File: src/hw/rtl/ufr_pkg.sv
// Shared types and constants for the UDP fragment reassembler.
package ufr_pkg;

	typedef enum logic [3:0] {
		ST_IDLE,
		ST_FINISH,
		ST_LOOKUP,
		ST_DECIDE,
		ST_COPY_STG,
		ST_COPY_ENT,
		ST_RESULT
	} state_t;

	// Copy source and destination selection.
	typedef enum logic [1:0] {
		CP_STG_TO_OUT,
		CP_STG_TO_ENT,
		CP_ENT_TO_OUT
	} copy_t;

	localparam logic CMD_BYTE  = 1'b0;
	localparam logic CMD_DRAIN = 1'b1;

	localparam int MSGNUM_LSB = 4;
	localparam int SIZE_LSB   = 8;
	localparam int FIELD_BYTES = 4;

	typedef struct packed {
		logic take_byte;
		logic clear_header;
		logic scan_start;
		logic copy_start;
		copy_t copy_kind;
		logic drain;
		logic commit_alloc;
		logic commit_restart;
		logic commit_append;
		logic commit_emit_direct;
		logic bump_drop;
		logic bump_loss;
	} cmd_t;

	typedef enum logic [2:0] {
		DEC_NONE,
		DEC_DROP,
		DEC_DIRECT,
		DEC_ALLOC,
		DEC_RESTART,
		DEC_APPEND,
		DEC_APPEND_EMIT
	} decision_t;

	typedef struct packed {
		logic scan_done;
		logic copy_done;
		decision_t decision;
	} status_t;

endpackage

File: src/hw/rtl/ufr_ctrl.sv
// Controller: sequences byte intake, table lookup, copies and drain.
module ufr_ctrl (
	input  logic clk,
	input  logic arst_n,
	input  logic in_valid,
	output logic in_ready,
	input  logic command,
	input  logic end_of_datagram,
	output logic out_ready_hold,
	input  logic out_ready,
	input  ufr_pkg::status_t status,
	output ufr_pkg::cmd_t cmd
);
	ufr_pkg::state_t state_q, state_d;
	logic res_q, res_d;

	always_ff @(posedge clk or negedge arst_n) begin
		if (!arst_n) begin
			state_q <= ufr_pkg::ST_IDLE;
			res_q <= 1'b0;
		end else begin
			state_q <= state_d;
			res_q <= res_d;
		end
	end

	assign out_ready_hold = res_q;

	always_comb begin
		state_d = state_q;
		res_d = res_q;
		cmd = '0;
		in_ready = 1'b0;
		case (state_q)
			ufr_pkg::ST_IDLE: begin
				in_ready = !res_q;
				if (res_q && out_ready)
					res_d = 1'b0;
				if (in_valid && !res_q) begin
					if (command == ufr_pkg::CMD_DRAIN) begin
						cmd.drain = 1'b1;
						state_d = ufr_pkg::ST_RESULT;
					end else begin
						cmd.take_byte = 1'b1;
						if (end_of_datagram) begin
							cmd.scan_start = 1'b1;
							state_d = ufr_pkg::ST_LOOKUP;
						end
					end
				end
			end
			ufr_pkg::ST_RESULT: begin
				res_d = 1'b1;
				state_d = ufr_pkg::ST_IDLE;
			end
			ufr_pkg::ST_LOOKUP: begin
				if (status.scan_done)
					state_d = ufr_pkg::ST_DECIDE;
			end
			ufr_pkg::ST_DECIDE: begin
				state_d = ufr_pkg::ST_FINISH;
				case (status.decision)
					ufr_pkg::DEC_DROP: cmd.bump_drop = 1'b1;
					ufr_pkg::DEC_DIRECT: begin
						cmd.commit_emit_direct = 1'b1;
						cmd.copy_start = 1'b1;
						cmd.copy_kind = ufr_pkg::CP_STG_TO_OUT;
						state_d = ufr_pkg::ST_COPY_STG;
					end
					ufr_pkg::DEC_ALLOC: begin
						cmd.commit_alloc = 1'b1;
						cmd.copy_start = 1'b1;
						cmd.copy_kind = ufr_pkg::CP_STG_TO_ENT;
						state_d = ufr_pkg::ST_COPY_STG;
					end
					ufr_pkg::DEC_RESTART: begin
						cmd.bump_loss = 1'b1;
						cmd.commit_restart = 1'b1;
						cmd.copy_start = 1'b1;
						cmd.copy_kind = ufr_pkg::CP_STG_TO_ENT;
						state_d = ufr_pkg::ST_COPY_STG;
					end
					ufr_pkg::DEC_APPEND: begin
						cmd.commit_append = 1'b1;
						cmd.copy_start = 1'b1;
						cmd.copy_kind = ufr_pkg::CP_STG_TO_ENT;
						state_d = ufr_pkg::ST_COPY_STG;
					end
					ufr_pkg::DEC_APPEND_EMIT: begin
						cmd.commit_append = 1'b1;
						cmd.copy_start = 1'b1;
						cmd.copy_kind = ufr_pkg::CP_STG_TO_ENT;
						state_d = ufr_pkg::ST_COPY_ENT;
					end
					default: ;
				endcase
			end
			ufr_pkg::ST_COPY_STG: begin
				if (status.copy_done)
					state_d = ufr_pkg::ST_FINISH;
			end
			ufr_pkg::ST_COPY_ENT: begin
				if (status.copy_done) begin
					cmd.copy_start = 1'b1;
					cmd.copy_kind = ufr_pkg::CP_ENT_TO_OUT;
					state_d = ufr_pkg::ST_COPY_STG;
				end
			end
			ufr_pkg::ST_FINISH: begin
				cmd.clear_header = 1'b1;
				state_d = ufr_pkg::ST_IDLE;
			end
			default: state_d = ufr_pkg::ST_IDLE;
		endcase
	end
endmodule

File: config.mk
export PLATFORM = sky130hd
export DESIGN_NAME = ufr_ctrl
export DESIGN_NICKNAME = d
export VERILOG_FILES = /design/src/hw/rtl/ufr_pkg.sv /design/src/hw/rtl/ufr_ctrl.sv
export SDC_FILE = /design/constraint.sdc
export NUM_CORES = 1
export LEC_CHECK = 0
export BUFFER_PORTS_ARGS = -buffer_cell sky130_fd_sc_hd__buf_2
export CAP_MARGIN = 20
export CORE_AREA = 5 5 42 44
export CTS_BUF_LIST = sky130_fd_sc_hd__clkbuf_16
export DETAILED_ROUTE_END_ITERATION = 10
export DIE_AREA = 0 0 47 49
export PLACE_DENSITY_LB_ADDON = 0.3
export SLEW_MARGIN = 20
export SYNTH_ARGS = -nofsm -noshare
export SYNTH_HDL_FRONTEND = slang
export SYNTH_SLANG_ARGS = --single-unit
File: constraint.sdc
create_clock -name clk -period 1.5 [get_ports clk]
set_input_delay 0.3 -clock clk [delete_from_list [all_inputs] [get_ports clk]]
set_output_delay 0.3 -clock clk [all_outputs]
set_load 0.005 [all_outputs]
==> reports/results.ini <==
[outcome]
status=finished with violations
violations=negative setup slack

[clock_tree]
path_clk_slew_ns=0.03
clock_latency_ns=0.22
cts_buffers=3
cts_tree=built
numClockSinks=4
htreeDepth=1
root_buffer=clkbuf_16
cts_buffer_depth=2

[setup_path]
crit_required_ns=1.20
start_kind=flop
crit_fanout=6
crit_path_end_kind=output pin
timing.rr.start=state_q[2]
r2r_setup_slack_ns=0.09
crit_type=reg2out
regToRegEndpoint=state_q[2]
crit_arrival_ns=1.40
r2r_cells=5

[run]
cap_violations=0

[worst_hold_path]
hold_end=out_ready_hold
hp-start=out_ready
hp-class=in2reg
hold-path-cell-count=4

[drt]
antenna_left=0
vias_per_cell=4.78
drc_errors=0
drtIter0Drc=8
dr.pass1.iters=2
post_drt_wl_per_cell_um=12.6
dr_total_vias=521
wirelength_um=1370

[yosys]
synth-seq-cells=4
synth_top_area_share_pct=22.8
synth.distinct_cells=28
avgSynthCellArea_um2=7.98
synth.cell_area_um2=439
syn_nets=66
netlist_instances=55
ys_warn_count=0
ys_seq_area_share_pct=22.8
synth_area_leaders=dfrtp_1 (23%), nor2_1 (7.7%), xnor2_1 (6.0%)
yosysTopAreaCell=dfrtp_1

[final_layout]
drive_above_1_share_pct=67.7
seq_area_um2=105
fill_cells=130
diodes=0
multi_input_area_um2=369
syn_to_final_growth_pct=90.3
nets=106
final_cell_count_no_fill=109

[timing]
setup-tns-final_ns=-1.11
hold_viol=0
fmaxAchievable_ghz=0.589
fin_ws_ns=-0.197
worstMarginPinSlew_ns=0.233
fin_crit_sh_pct=113
fin_crit_ns=1.70
rsz0062_at_grt=true
skew_ns=0.000827
slew-limit-headroom_pct=84.4
report.final.slew_viol_count=0
setup_viol=11

[placed_design]
hpwl_um=880
dp_cells=98
portBuffers=25
gp_congestion=0.752

[die]
die_height_um=49
die_w_um=47
core-area_um2=1400
row_count=14
io_pins=26
start_util_pct=31.3
die_area_um2=2300

[grt]
track_usage_pct=12.1
antenna_found_initial=0
grt_pass1_vias=506
grt-ovfl-total=0
grt_max_degree=8
grt_pass1_wl_um=2060

[power]
powerDensity_nw_per_um2=1900
power_mw=1.59
peakVddDrop_v=0.00140
p_leak_nw=0.425

placed cells by master, fill, tap and decap left out:
cell,instances
nor3_2,2
inv_1,1
o21ai_0,3
a22oi_1,1
dfrtp_2,4
nand2b_2,1
nor4b_4,1
nor3_4,1
and2_4,1
a311o_1,1
o21ai_1,1
nor3b_1,1
nor2_1,5
nand2_1,5
nand2_4,1
nor4_4,1
nor2_2,3
buf_6,4
dlygate4sd3_1,1
buf_4,13
nor2b_4,1
nand3b_4,1
and3_4,1
or2b_4,1
mux2_2,1
o21a_1,1
xor2_1,1
clkbuf_16,3
and2_1,2
buf_2,22
xnor2_1,3
o211ai_1,1
nor2_4,1
a21oi_1,2
and3_1,1
cell usage after synthesis, drive strengths merged:
cell type  n
xor2       1
nor2       9
nand2b     1
a311o      1
nor4       1
nand2      6
buf        5
o21a       1
nor3       3
o211ai     1
xnor2      3
nor2b      1
nor3b      1
o21ai      4
nor4b      1
inv        1
dfrtp      4
mux2       1
a21oi      2
or2b       1
and3       2
nand3b     1
and2       3
a22oi      1
metal layers:
layer	part of all wire, %	global-route usage, %	vias to the layer above
li1	-	-	262
met1	39	14.0	249
met2	56	20.1	10
met3	4.4	1.48	0
met4	0	6.91	0
met5	0	0	-
layout make-up:
type                            instances  area share [%]
Tap cell                               16            2.40
Sequential cell                         4            12.6
Timing Repair Buffer                   40            31.4
Inverter                                1           0.449
Multi-Input combinational cell         45            44.2
Clock buffer                            3            8.98
registers in the layout, summed over array words and instances, names as in the netlist:
name	count
state_q	3
out_ready_hold	1
cells by family after synthesis:
group           share of synthesized area [%]
xor+xnor                                 7.98
compound gates                           14.2
buf+inv                                  9.97
simple gates                             42.5
flops                                    22.8
mux                                      2.56
repair_timing:
| action | 4_1_cts | 5_1_grt |
|---|---|---|
| pin swaps | 4 | 3 |
| hold buffers | 1 | 0 |
| endpoints found under the hold margin | 4 | 0 |
| setup endpoints to repair | 12 | 14 |
| gates cloned | 0 | 0 |
| buffers inserted | 4 | 3 |
| gates resized for setup | 15 | 11 |
worst max-delay path: stages (launching register included):
cell	delay, ns
dfrtp_2	0.46
nand3b_4	0.21
a311o_1	0.30
o21ai_1	0.08
buf_2	0.12
worst max path at each step:
stage	cells after the start	to	startpoint	slack [ns]
after CTS	5	cmd[10]	out_ready_hold	-0.19
final	4	cmd[9]	state_q[2]	-0.20
after global placement	4	cmd[9]	state_q[2]	-0.006
after floorplan	5	cmd[10]	state_q[0]	0.03
after global routing	5	cmd[10]	state_q[1]	-0.25
after detailed placement	4	cmd[9]	state_q[2]	0.002
through the flow:
stage / util (%) / area, µm² / hold WS (ns) / worst slack, ns
after floorplan: - / 444 / 0.00441 / 0.0266
after global placement: 42.9 / 602 / 0.107 / -0.00580
after detailed placement: 42.9 / 602 / 0.109 / 0.00177
after CTS: 54.5 / 763 / 0.409 / -0.187
after global routing: 59.6 / 836 / 0.416 / -0.253
final: 59.6 / 836 / 0.404 / -0.197
power by group:
group,switching (mW),internal [mW]
clock network,0.0660,0.340
logic,0.362,0.550
registers,0.103,0.166
total,0.531,1.06
Note: power is estimated with default switching activity, not from simulation.
